--- src/sv/lcdnw_pkg.sv ---
// Shared types, codes and the microcode ROM of the character LCD nibble writer.
`timescale 1ns / 1ps

package lcdnw_pkg;

   // Request kinds carried on the request tuser.
   typedef enum logic [1:0] {
      OP_CHAR   = 2'd0,
      OP_CMD    = 2'd1,
      OP_CURSOR = 2'd2,
      OP_INIT   = 2'd3
   } opcode_type;

   // Configuration register indexes.
   typedef enum logic [1:0] {
      CSR_PULSE   = 2'd0,
      CSR_SETTLE  = 2'd1,
      CSR_POWERUP = 2'd2,
      CSR_NONE    = 2'd3
   } csr_index_type;

   localparam logic [15:0] PULSE_RESET   = 16'd1000;
   localparam logic [15:0] SETTLE_RESET  = 16'd20000;
   localparam logic [15:0] POWERUP_RESET = 16'd50000;

   localparam logic [7:0] CMD_FUNCTION_SET = 8'h28;
   localparam logic [7:0] CMD_DISPLAY_ON   = 8'h0C;
   localparam logic [7:0] CMD_ENTRY_MODE   = 8'h06;
   localparam logic [7:0] CMD_CLEAR        = 8'h01;
   localparam logic [7:0] CURSOR_ROW1      = 8'h80;
   localparam logic [7:0] CURSOR_ROW2      = 8'hC0;

   // Where the byte of a step comes from.
   typedef enum logic [2:0] {
      SRC_REQ  = 3'd0,
      SRC_ZERO = 3'd1,
      SRC_28   = 3'd2,
      SRC_0C   = 3'd3,
      SRC_06   = 3'd4,
      SRC_01   = 3'd5
   } byte_src_type;

   // Which hold time a step carries.
   typedef enum logic [1:0] {
      HOLD_PULSE   = 2'd0,
      HOLD_ZERO    = 2'd1,
      HOLD_SETTLE  = 2'd2,
      HOLD_POWERUP = 2'd3
   } hold_sel_type;

   typedef enum logic [1:0] {
      SEQ_IDLE = 2'b01,
      SEQ_RUN  = 2'b10
   } seq_state_type;

   // One control word of the microprogram.
   typedef struct packed {
      byte_src_type src;
      logic         nib_lo;
      logic         enable;
      hold_sel_type hold;
      logic         last;
   } ctrl_type;

   localparam int STEP_COUNT = 22;
   localparam int STEP_W     = $clog2(STEP_COUNT);

   localparam logic [STEP_W-1:0] BYTE_ENTRY = STEP_W'(0);
   localparam logic [STEP_W-1:0] INIT_ENTRY = STEP_W'(4);

   // One of the four pin states of a byte transfer.
   function automatic ctrl_type byte_phase(byte_src_type src, logic [1:0] phase,
                                           logic last);
      ctrl_type w;
      w.src    = src;
      w.nib_lo = phase[1];
      w.enable = ~phase[0];
      w.last   = 1'b0;
      case (phase)
         2'd0:    w.hold = HOLD_PULSE;
         2'd1:    w.hold = HOLD_ZERO;
         2'd2:    w.hold = HOLD_PULSE;
         default: begin
            w.hold = HOLD_SETTLE;
            w.last = last;
         end
      endcase
      return w;
   endfunction

   // Microcode ROM. The byte program starts at step 0, the power-up program at step 4.
   function automatic ctrl_type rom_word(logic [STEP_W-1:0] step);
      ctrl_type w;
      w = byte_phase(SRC_ZERO, 2'd1, 1'b0);
      case (step)
         5'd0:  w = byte_phase(SRC_REQ, 2'd0, 1'b1);
         5'd1:  w = byte_phase(SRC_REQ, 2'd1, 1'b1);
         5'd2:  w = byte_phase(SRC_REQ, 2'd2, 1'b1);
         5'd3:  w = byte_phase(SRC_REQ, 2'd3, 1'b1);
         5'd4:  begin
            w.src    = SRC_ZERO;
            w.nib_lo = 1'b0;
            w.enable = 1'b0;
            w.hold   = HOLD_POWERUP;
            w.last   = 1'b0;
         end
         5'd5:  w = byte_phase(SRC_28, 2'd0, 1'b0);
         5'd6:  w = byte_phase(SRC_28, 2'd1, 1'b0);
         5'd7:  w = byte_phase(SRC_28, 2'd2, 1'b0);
         5'd8:  w = byte_phase(SRC_28, 2'd3, 1'b0);
         5'd9:  w = byte_phase(SRC_0C, 2'd0, 1'b0);
         5'd10: w = byte_phase(SRC_0C, 2'd1, 1'b0);
         5'd11: w = byte_phase(SRC_0C, 2'd2, 1'b0);
         5'd12: w = byte_phase(SRC_0C, 2'd3, 1'b0);
         5'd13: w = byte_phase(SRC_06, 2'd0, 1'b0);
         5'd14: w = byte_phase(SRC_06, 2'd1, 1'b0);
         5'd15: w = byte_phase(SRC_06, 2'd2, 1'b0);
         5'd16: w = byte_phase(SRC_06, 2'd3, 1'b0);
         5'd17: w = byte_phase(SRC_01, 2'd0, 1'b0);
         5'd18: w = byte_phase(SRC_01, 2'd1, 1'b0);
         5'd19: w = byte_phase(SRC_01, 2'd2, 1'b0);
         5'd20: w = byte_phase(SRC_01, 2'd3, 1'b0);
         5'd21: begin
            // Closing wait keeps the pins of the clear command's last state.
            w.src    = SRC_01;
            w.nib_lo = 1'b1;
            w.enable = 1'b0;
            w.hold   = HOLD_POWERUP;
            w.last   = 1'b1;
         end
         default: w = byte_phase(SRC_ZERO, 2'd1, 1'b1);
      endcase
      return w;
   endfunction

endpackage

--- src/sv/lcdnw_sequencer.sv ---
// Microprogram sequencer: step counter, entry dispatch and ROM lookup.
`timescale 1ns / 1ps

module lcdnw_sequencer (
   input  logic                        clock,
   input  logic                        reset,
   input  logic                        start,
   input  lcdnw_pkg::opcode_type       opcode,
   input  logic                        advance,
   output logic                        busy,
   output lcdnw_pkg::ctrl_type         ctrl
);
   import lcdnw_pkg::*;

   seq_state_type     state_ff, state_in;
   logic [STEP_W-1:0] step_ff, step_in;

   assign ctrl = rom_word(step_ff);
   assign busy = (state_ff == SEQ_RUN);

   always_comb begin
      state_in = state_ff;
      step_in  = step_ff;
      case (state_ff)
         SEQ_IDLE: begin
            if (start) begin
               state_in = SEQ_RUN;
               step_in  = (opcode == OP_INIT) ? INIT_ENTRY : BYTE_ENTRY;
            end
         end
         SEQ_RUN: begin
            if (advance) begin
               if (ctrl.last) begin
                  state_in = SEQ_IDLE;
               end else begin
                  step_in = step_ff + STEP_W'(1);
               end
            end
         end
         default: state_in = SEQ_IDLE;
      endcase
   end

   always_ff @(posedge clock) begin
      if (reset) begin
         state_ff <= SEQ_IDLE;
         step_ff  <= BYTE_ENTRY;
      end else begin
         state_ff <= state_in;
         step_ff  <= step_in;
      end
   end

   // The step counter never runs past the end of the ROM.
   a_step_in_rom: assert property (@(posedge clock) disable iff (reset)
      busy |-> (step_ff < STEP_W'(STEP_COUNT)))
      else $error("sequencer step outside the microprogram");

   // The sequencer only goes idle after handing over a final step.
   a_idle_after_last: assert property (@(posedge clock) disable iff (reset)
      ($fell(busy) && !$past(reset)) |-> $past(advance && ctrl.last))
      else $error("sequencer stopped before the final step");

   // A started program always begins at one of the two entry points.
   a_entry: assert property (@(posedge clock) disable iff (reset)
      (!busy && start) |=> (busy && (step_ff == BYTE_ENTRY || step_ff == INIT_ENTRY)))
      else $error("program did not start at an entry point");

endmodule

--- src/sv/lcdnw_datapath.sv ---
// Datapath: configuration registers, request byte register and pin state fields.
`timescale 1ns / 1ps

module lcdnw_datapath (
   input  logic                      clock,
   input  logic                      reset,
   input  logic                      csr_write,
   input  lcdnw_pkg::csr_index_type  csr_index,
   input  logic [15:0]               csr_data,
   input  logic                      start,
   input  lcdnw_pkg::opcode_type     opcode,
   input  logic [7:0]                data_byte,
   input  logic [1:0]                row,
   input  logic [5:0]                column,
   input  lcdnw_pkg::ctrl_type       ctrl,
   output logic                      reg_select,
   output logic                      enable,
   output logic [3:0]                data_nibble,
   output logic [15:0]               hold_ticks,
   output logic                      last
);
   import lcdnw_pkg::*;

   logic [15:0] pulse_ff, settle_ff, powerup_ff;
   logic [7:0]  byte_ff, byte_in;
   logic        rs_ff, rs_in;
   logic [7:0]  cursor_base;
   logic [7:0]  step_byte;

   always_ff @(posedge clock) begin
      if (reset) begin
         pulse_ff   <= PULSE_RESET;
         settle_ff  <= SETTLE_RESET;
         powerup_ff <= POWERUP_RESET;
      end else if (csr_write) begin
         case (csr_index)
            CSR_PULSE:   pulse_ff   <= csr_data;
            CSR_SETTLE:  settle_ff  <= csr_data;
            CSR_POWERUP: powerup_ff <= csr_data;
            default:     ;
         endcase
      end
   end

   // Cursor command wraps modulo 256, so column zero lands one below the base.
   assign cursor_base = (row == 2'd1) ? CURSOR_ROW1 : CURSOR_ROW2;

   always_comb begin
      byte_in = byte_ff;
      rs_in   = rs_ff;
      if (start) begin
         rs_in = (opcode == OP_CHAR);
         if (opcode == OP_CURSOR) begin
            byte_in = cursor_base + {2'b00, column} - 8'd1;
         end else begin
            byte_in = data_byte;
         end
      end
   end

   always_ff @(posedge clock) begin
      byte_ff <= byte_in;
      rs_ff   <= rs_in;
   end

   always_comb begin
      case (ctrl.src)
         SRC_REQ:  step_byte = byte_ff;
         SRC_28:   step_byte = CMD_FUNCTION_SET;
         SRC_0C:   step_byte = CMD_DISPLAY_ON;
         SRC_06:   step_byte = CMD_ENTRY_MODE;
         SRC_01:   step_byte = CMD_CLEAR;
         default:  step_byte = 8'h00;
      endcase
   end

   always_comb begin
      case (ctrl.hold)
         HOLD_PULSE:   hold_ticks = pulse_ff;
         HOLD_SETTLE:  hold_ticks = settle_ff;
         HOLD_POWERUP: hold_ticks = powerup_ff;
         default:      hold_ticks = 16'd0;
      endcase
   end

   // Only the byte program carries the request's register select.
   assign reg_select  = (ctrl.src == SRC_REQ) ? rs_ff : 1'b0;
   assign enable      = ctrl.enable;
   assign data_nibble = ctrl.nib_lo ? step_byte[3:0] : step_byte[7:4];
   assign last        = ctrl.last;

endmodule

--- src/sv/char_lcd_nibble_writer_top.sv ---
// Top level of the character LCD nibble writer: stream ports and result register.
`timescale 1ns / 1ps

// Each request turns into a list of LCD pin states, one beat per clock cycle
// when the sink is ready: four beats for a character, a command or a cursor
// move, eighteen for the power-up sequence. A microcode sequencer walks one
// ROM step per cycle unless the result side stalls, four or eighteen per request;
// a new request is accepted in the cycle after the final state has moved into
// the result register, while that state may still wait for the sink. A stall on
// the result side holds the step counter. The user must write the three hold
// times through the csr port only while no request is in flight (unenforced).
module char_lcd_nibble_writer_top (
   input  logic        clock,
   input  logic        reset,
   input  logic        req_tvalid,
   output logic        req_tready,
   input  logic [15:0] req_tdata,   // data_byte[7:0], row[9:8], column[15:10]
   input  logic [1:0]  req_tuser,   // opcode[1:0]
   output logic        rsp_tvalid,
   input  logic        rsp_tready,
   output logic [23:0] rsp_tdata,   // enable[0], data_nibble[4:1], hold_ticks[20:5], zero
   output logic [0:0]  rsp_tuser,   // reg_select[0]
   output logic        rsp_tlast,
   input  logic        csr_valid,
   output logic        csr_ready,
   input  logic [1:0]  csr_index,
   input  logic [15:0] csr_data
);
   import lcdnw_pkg::*;

   logic        start;
   logic        advance;
   logic        busy;
   ctrl_type    ctrl;
   opcode_type  opcode;
   logic        reg_select;
   logic        enable;
   logic [3:0]  data_nibble;
   logic [15:0] hold_ticks;
   logic        last;

   logic        valid_ff, valid_in;
   logic [20:0] data_ff;
   logic        rs_ff;
   logic        last_ff;

   assign opcode     = opcode_type'(req_tuser);
   assign req_tready = ~busy;
   assign start      = req_tvalid & ~busy;
   assign advance    = busy & (~valid_ff | rsp_tready);
   assign csr_ready  = 1'b1;

   lcdnw_sequencer u_seq (
      .clock   (clock),
      .reset   (reset),
      .start   (start),
      .opcode  (opcode),
      .advance (advance),
      .busy    (busy),
      .ctrl    (ctrl)
   );

   lcdnw_datapath u_dp (
      .clock       (clock),
      .reset       (reset),
      .csr_write   (csr_valid),
      .csr_index   (csr_index_type'(csr_index)),
      .csr_data    (csr_data),
      .start       (start),
      .opcode      (opcode),
      .data_byte   (req_tdata[7:0]),
      .row         (req_tdata[9:8]),
      .column      (req_tdata[15:10]),
      .ctrl        (ctrl),
      .reg_select  (reg_select),
      .enable      (enable),
      .data_nibble (data_nibble),
      .hold_ticks  (hold_ticks),
      .last        (last)
   );

   always_comb begin
      valid_in = valid_ff;
      if (advance) begin
         valid_in = 1'b1;
      end else if (rsp_tready) begin
         valid_in = 1'b0;
      end
   end

   always_ff @(posedge clock) begin
      if (reset) begin
         valid_ff <= 1'b0;
      end else begin
         valid_ff <= valid_in;
      end
   end

   always_ff @(posedge clock) begin
      if (advance) begin
         data_ff <= {hold_ticks, data_nibble, enable};
         rs_ff   <= reg_select;
         last_ff <= last;
      end
   end

   assign rsp_tvalid = valid_ff;
   assign rsp_tdata  = {3'b000, data_ff};
   assign rsp_tuser  = rs_ff;
   assign rsp_tlast  = last_ff;

endmodule

--- config.mk ---
export PLATFORM = sky130hd
export DESIGN_NAME = char_lcd_nibble_writer_top
export DESIGN_NICKNAME = d
export VERILOG_FILES = /design/src/sv/lcdnw_pkg.sv /design/src/sv/lcdnw_sequencer.sv /design/src/sv/lcdnw_datapath.sv /design/src/sv/char_lcd_nibble_writer_top.sv
export SDC_FILE = /design/constraint.sdc
export NUM_CORES = 1
export LEC_CHECK = 0
export BUFFER_PORTS_ARGS = -buffer_cell sky130_fd_sc_hd__buf_2
export CAP_MARGIN = 20
export CORE_UTILIZATION = 60
export DETAILED_ROUTE_END_ITERATION = 12
export MAX_ROUTING_LAYER = met4
export PLACE_DENSITY = 0.84
export SLEW_MARGIN = 15
export SYNTH_ARGS = -nofsm -noshare
export SYNTH_HDL_FRONTEND = slang
export SYNTH_SLANG_ARGS = --single-unit
export TNS_END_PERCENT = 50
--- constraint.sdc ---
create_clock -name clock -period 4.4 [get_ports clock]
set_input_delay 0.44 -clock clock [delete_from_list [all_inputs] [get_ports clock]]
set_output_delay 0.44 -clock clock [all_outputs]
set_load 0.01 [all_outputs]
==> reports/results.ini, run 1 <==
[synth]
yosysTopAreaCellShare_pct=29.8
yosysTopAreaCell=dfxtp_1
synth_cell_types=62
synth_warnings=0
syn_area_um2=4300
synth.avg_cell_area_um2=9.16
synth_cells=470
synth.area.top_cells=dfxtp_1, edfxtp_1, nand2_1
ys_ff_latch=96
ys.flop_type=dfxtp_1
yosysSeqAreaShare_pct=52.1
synth_edf_count=32
async_flop_share_pct=0

[global_routing]
grt_max_degree=40
overflow=0
grt_util_all_layers_pct=28.2
first_global_vias=3431
antenna_found_initial=0
grt_pass1_wl_um=15800

[worst_setup_path]
worstPathArrival_ns=2.86
r2r_slack_ns=1.84
timing.rr.end=u_seq.ctrl[5]
critical_path_buf_inv_count=0
required_ns=4.70
r2r-start=rsp_tvalid
worstPathCellList=nor2b_1, o31ai_1, mux2i_1, or2_2, ha_1, maj3_1, a21oi_1
path_depth=7
path_max_fanout=10
cpPeakStageDelay_ns=0.58
crit_start=rsp_tvalid
critical-path-slowest-cell=nor2b_1
worstSetupStartpointType=register
r2r_cells=7
crit_family=simple AND/OR/NAND/NOR gates
endpoint_kind=register
endpoint=u_seq.ctrl[5]
crit_type=register to register

[timing]
slew_headroom_pct=28.4
setup-tns-final_ns=0
rsz0062_at_grt=false
fin_worst_skew_ns=0.0136
fin_crit_ns=2.56
worst_pin_slew_ns=1.07
fin_crit_sh_pct=58.3
final_hold_viol_count=0
setup_viol=0
fmax_ghz=0.390
drv_slew=0

[route]
topRoutingLayerUsed=met4
wl_per_cell_um=15.0
wl_met2_um=4650
drc=0
drtPass1Iterations=5
viasPerCell=5.63
first_iter_violations=259
ant_nets=0
wirelength_um=9320
vias=3499
met3_length_um=601
m1WireLength_um=3910

[power]
vdd_drop_max_mv=0.192
p_leak_nw=1.93
finalPower_mw=1.85
powerDensity_nw_per_um2=377

[cells_and_area]
postLayoutCellArea_um2=4890
seqCellArea_um2=2240
final_util_pct=71.2
drive_above_1_share_pct=19.8
multi_input_area_um2=1880
nFillCells=543
antenna_cells=0
area_growth_pct=13.7
final_cells=622
nets=570

[clocking]
clock_tree.root_cell=clkbuf_8
clkTransAtPathRegs_ns=0.10
cts.sinks=96
clock_path_buffers=2
cts_tree=done
clk_latency_ns=0.37
cts_resized=0
cts_setup_buffers=0
numCtsBuffers=9
h-tree-depth=3
hold_buffers=0

[placed_design]
dp_hpwl_um=6070
placed_cells_incl_taps=606
routabilityCongestion=0.959
port_buffers=65
place_area_um2=4640

[die]
die_w_um=86.7
start_util_pct=62.6
fp.coreArea_um2=6870
rows=30
io_pins=70
die_y_um=86.7
dieArea_um2=7510

[flow_run]
drv_cap=0

[worst_hold_path]
hold_class=primary input to register

[run_status]
outcome=finished clean

## synth_stat cells, types with 2 or more instances
cell type  instances
a21o_1             2
nor2b_1            2
a21oi_1           39
dfxtp_1           64
mux2i_1           21
and2_2             2
nand3_1           21
o21ai_0           27
a31oi_1            3
nor4_1             3
conb_1             2
xnor2_1            5
ha_1               8
o31ai_1            2
nor3_1             6
or3_1              2
nand2_1          124
nor4b_1            3
buf_2              2
nand3b_1           3
buf_4              4
edfxtp_1          32
and3b_1            2
inv_1             10
nor2_1            21
clkbuf_1          23
a21boi_0           2
## flip-flops by register name, indices dropped and copies added (netlist names)
signal and flops:
data_ff 21, rsp_tlast 1, rsp_tuser 1, rsp_tvalid 1, u_dp.byte_ff 8, u_dp.powerup_ff 16
u_dp.pulse_ff 16, u_dp.rs_ff 1, u_dp.settle_ff 16, u_seq.ctrl 8, u_seq.state_ff 2, u_seq.step_ff 5
## cell usage in the layout, fill, tap and decap left out, drive strengths merged, types with 12 or more instances in the layout
cell type and n:
a21oi 40, inv 12, o21ai 28, mux2i 21, nand3 22, nand2 124, nor2 21, buf 68
edfxtp 32, dfxtp 64
## metal layers
metal  vias to the layer above  global-route usage [%]
met5                         -                       -
met3                        16                    4.38
met2                       157                    47.6
met4                         0                    12.3
met1                      1625                    33.5
li1                       1701                       -
## through the flow
stage / worst slack (ns) / hold WS [ns]
2_1_floorplan: 1.49 / 0.386
3_3_place_gp: 1.81 / 0.403
3_5_place_dp: 1.68 / 0.396
4_1_cts: 1.87 / 0.306
5_1_grt: 1.70 / 0.324
6_report: 1.84 / 0.308
## where the power goes
part | internal (mW) | total (mW) | switching [mW]
Sequential | 0.956 | 0.987 | 0.0315
Combinational | 0.0752 | 0.175 | 0.100
Clock | 0.361 | 0.684 | 0.323
## final cells by class
type | count | area share, %
timing repair buffer | 68 | 7.11
sequential | 96 | 45.8
clock inverter | 6 | 2.07
tap | 96 | 2.45
clock buffer | 10 | 3.04
multi-input combinational | 333 | 38.5
inverter | 13 | 1.05
## worst min path at each step
stage	from	endpoint	slack, ns	depth (start not counted)
after floorplan	u_seq.ctrl[3]	data_ff[0]	0.39	0
after global placement	u_seq.ctrl[3]	data_ff[0]	0.40	0
after detailed placement	u_seq.ctrl[3]	data_ff[0]	0.40	0
after CTS	csr_data[9]	u_dp.pulse_ff[9]	0.31	3
after global routing	csr_data[9]	u_dp.pulse_ff[9]	0.32	3
final	csr_data[9]	u_dp.pulse_ff[9]	0.31	3
## worst reg2reg max path, delay by kind of cell, from the launching register on
family | cells | cell delay [ns]
simple gates | 2 | 0.97
fa+ha+maj | 2 | 0.60
compound gates | 2 | 0.36
flops | 1 | 0.34
mux | 1 | 0.23
## kinds of logic (layout without fill, tap and decap cells)
logic type | Yosys count | after routing | synth area share [%]
AND/OR/NAND/NOR | 200 | 200 | 20.9
adder cells (fa/ha/maj) | 9 | 9 | 2.56
other | 2 | 4 | 0.175
multiplexers | 22 | 22 | 5.23
flip-flops | 96 | 96 | 52.1
buffers and inverters | 43 | 97 | 4.39
AO/OA/AOI/OAI | 92 | 92 | 13.4
XOR/XNOR | 6 | 6 | 1.22
(Power assumes the default switching activity.)
==> run 2, diff against run 1 <==
--- a/config.mk
+++ b/config.mk
@@ -5,12 +5,13 @@
 export SDC_FILE = /design/constraint.sdc
 export NUM_CORES = 1
 export LEC_CHECK = 0
+export ABC_AREA = 1
 export BUFFER_PORTS_ARGS = -buffer_cell sky130_fd_sc_hd__buf_2
 export CAP_MARGIN = 20
-export CORE_UTILIZATION = 60
+export CORE_UTILIZATION = 51
 export DETAILED_ROUTE_END_ITERATION = 12
 export MAX_ROUTING_LAYER = met4
-export PLACE_DENSITY = 0.84
+export PLACE_DENSITY = 0.76
 export SLEW_MARGIN = 15
 export SYNTH_ARGS = -nofsm -noshare
 export SYNTH_HDL_FRONTEND = slang
==> constraint.sdc (replaced) <==
create_clock -name clock -period 2.2 [get_ports clock]
set_input_delay 0.22 -clock clock [delete_from_list [all_inputs] [get_ports clock]]
set_output_delay 0.22 -clock clock [all_outputs]
set_load 0.01 [all_outputs]
==> run 2 against run 1 <==
Effect of this change: register-to-register slack worse by 1.6 ns; hold slack worse by 0.23 ns; via count is 3.7% higher; worst setup slack worse by 1.6 ns; combinational power grew to 5.8 times the previous value; synthesized cell count is 13% higher; sequential cell count stayed put; die area is 17% higher; power is 130% higher; critical path type unchanged; largest power group unchanged; highest routed layer unchanged.
==> reports/results.ini, run 2 <==
[run_status]
outcome=finished clean

[placed_design]
place_ws_ns=0.189
routabilityCongestion=0.874
dp_hpwl_um=6190
port_buffers=65

[clocking]
clk_latency_ns=0.36
numCtsBuffers=9
clock_tree.root_cell=clkbuf_8
cts.sinks=96
cts_setup_buffers=0
h-tree-depth=3
cts_tree=done
clock_path_buffers=2
hold_buffers=0
clkTransAtPathRegs_ns=0.09
cts_resized=0

[synth]
syn_area_um2=4300
synth.avg_cell_area_um2=8.10
synth_cells=530
synth_cell_types=35
ys_ff_latch=96
yosysTopAreaCellShare_pct=29.8
synth.area.top_cells=dfxtp_1, edfxtp_1, nand2_1
synth_edf_count=32
ys_top_cells_by_count=nand2_1, nor2_1, dfxtp_1
async_flop_share_pct=0
yosysSeqAreaShare_pct=52.2
synth.most_common_cell=nand2_1
synth_warnings=0
yosysTopAreaCell=dfxtp_1
ys.flop_type=dfxtp_1

[die]
die_w_um=93.8
dieArea_um2=8790
die_y_um=93.8
start_util_pct=52.5
io_pins=70
fp.coreArea_um2=8180
rows=33

[global_routing]
antenna_found_initial=0
overflow=0
first_global_vias=3375
grt_pass1_wl_um=15400
grt_util_all_layers_pct=23.0
grt_max_degree=49

[timing]
fmax_ghz=0.511
fin_crit_sh_pct=89.0
fin_crit_ns=1.96
drv_slew=0
fin_worst_skew_ns=0.0100
rsz0062_at_grt=false
slew_headroom_pct=58.1
setup_slack_ns=0.242
final_hold_viol_count=0
setup_viol=0
setup-tns-final_ns=0
worst_pin_slew_ns=0.627

[route]
drc=0
ant_nets=0
wl_per_cell_um=12.8
vias=3628
wirelength_um=9030
viasPerCell=5.12
first_iter_violations=197
drtPass1Iterations=5

[cells_and_area]
nets=647
regMostFlops=data_ff
nFillCells=730
largest_reg_flops=21
mostFrequentLayoutCells=nand2_1, nor2_1, buf_2, dfxtp_1, nand3_1
area_growth_pct=15.5
antenna_cells=0
drive_above_1_share_pct=18.6
mostFrequentLayoutCell=nand2_1

[worst_setup_path]
endpoint_kind=register
required_ns=2.44
worstPathArrival_ns=2.19
worstSetupStartpointType=register
r2r_cells=12
path_max_fanout=8
crit_type=register to register

[worst_hold_path]
holdPathStages=2
hold_class=primary input to register

[flow_run]
drv_cap=0

[power]
powerDensity_nw_per_um2=861
vdd_drop_max_mv=0.360
p_leak_nw=2.28

-- run 2: path summary, 6_finish.rpt --
kind / start / end / slack, ns
worst min-delay path: reset / u_seq.step_ff[0] / 0.08
worst max register to register: rsp_tvalid / u_seq.ctrl[2] / 0.24
worst max-delay path: rsp_tvalid / u_seq.ctrl[2] / 0.24
worst min register to register: u_seq.ctrl[3] / data_ff[0] / 0.41
-- run 2: layout make-up --
type / instances / area, um^2 / share of cell area (%)
sequential: 96 / 2240 / 45.2
multi-input combinational: 364 / 1790 / 36.2
clock buffer: 11 / 141 / 2.85
timing repair buffer: 74 / 397 / 7.99
clock inverter: 5 / 56.3 / 1.13
tap: 105 / 131 / 2.65
inverter: 53 / 199 / 4.01
-- run 2: layer usage --
layer  part of all wire (%)  track usage [%]
met5                      0                -
met4                   0.75             6.92
met3                    4.5             4.69
met2                     52             40.5
met1                     43             26.4
-- run 2: cells by family after synthesis --
logic type | after synthesis | synth area share [%]
AO/OA/AOI/OAI | 72 | 9.58
XOR/XNOR | 4 | 0.816
adder cells (fa/ha/maj) | 8 | 2.33
buffers and inverters | 72 | 6.67
flip-flops | 96 | 52.2
other | 2 | 0.175
AND/OR/NAND/NOR | 276 | 28.2
-- run 2: critical path, stage by stage (launching register included) --
cell and delay (ns):
dfxtp_1 0.33, inv_1 0.04, nor2_1 0.25, nand2_4 0.13, nand3_4 0.16, nand2_1 0.06, nand2_1 0.11, nand2_1 0.14
ha_1 0.27, inv_1 0.09, nand2_1 0.07, nand3_1 0.09, nand3_1 0.08
-- run 2: where the power goes --
part	internal, mW	total [mW]	switching, mW
clock network	0.555	1.14	0.580
registers	2.04	2.12	0.0806
logic	0.352	1.02	0.664
-- run 2: stage by stage --
step	cell area [um^2]	power (mW)	utilization, %	hold slack, ns	instances
finish	4960	4.27	60.7	0.0814	708
global route	4960	4.53	60.7	0.0666	708
CTS	4940	4.28	60.5	0.0454	708
detailed placement	4750	3.16	58.1	0.391	692
global placement	4730	3.10	57.9	0.392	691
floorplan	4300	2.84	-	0.292	532
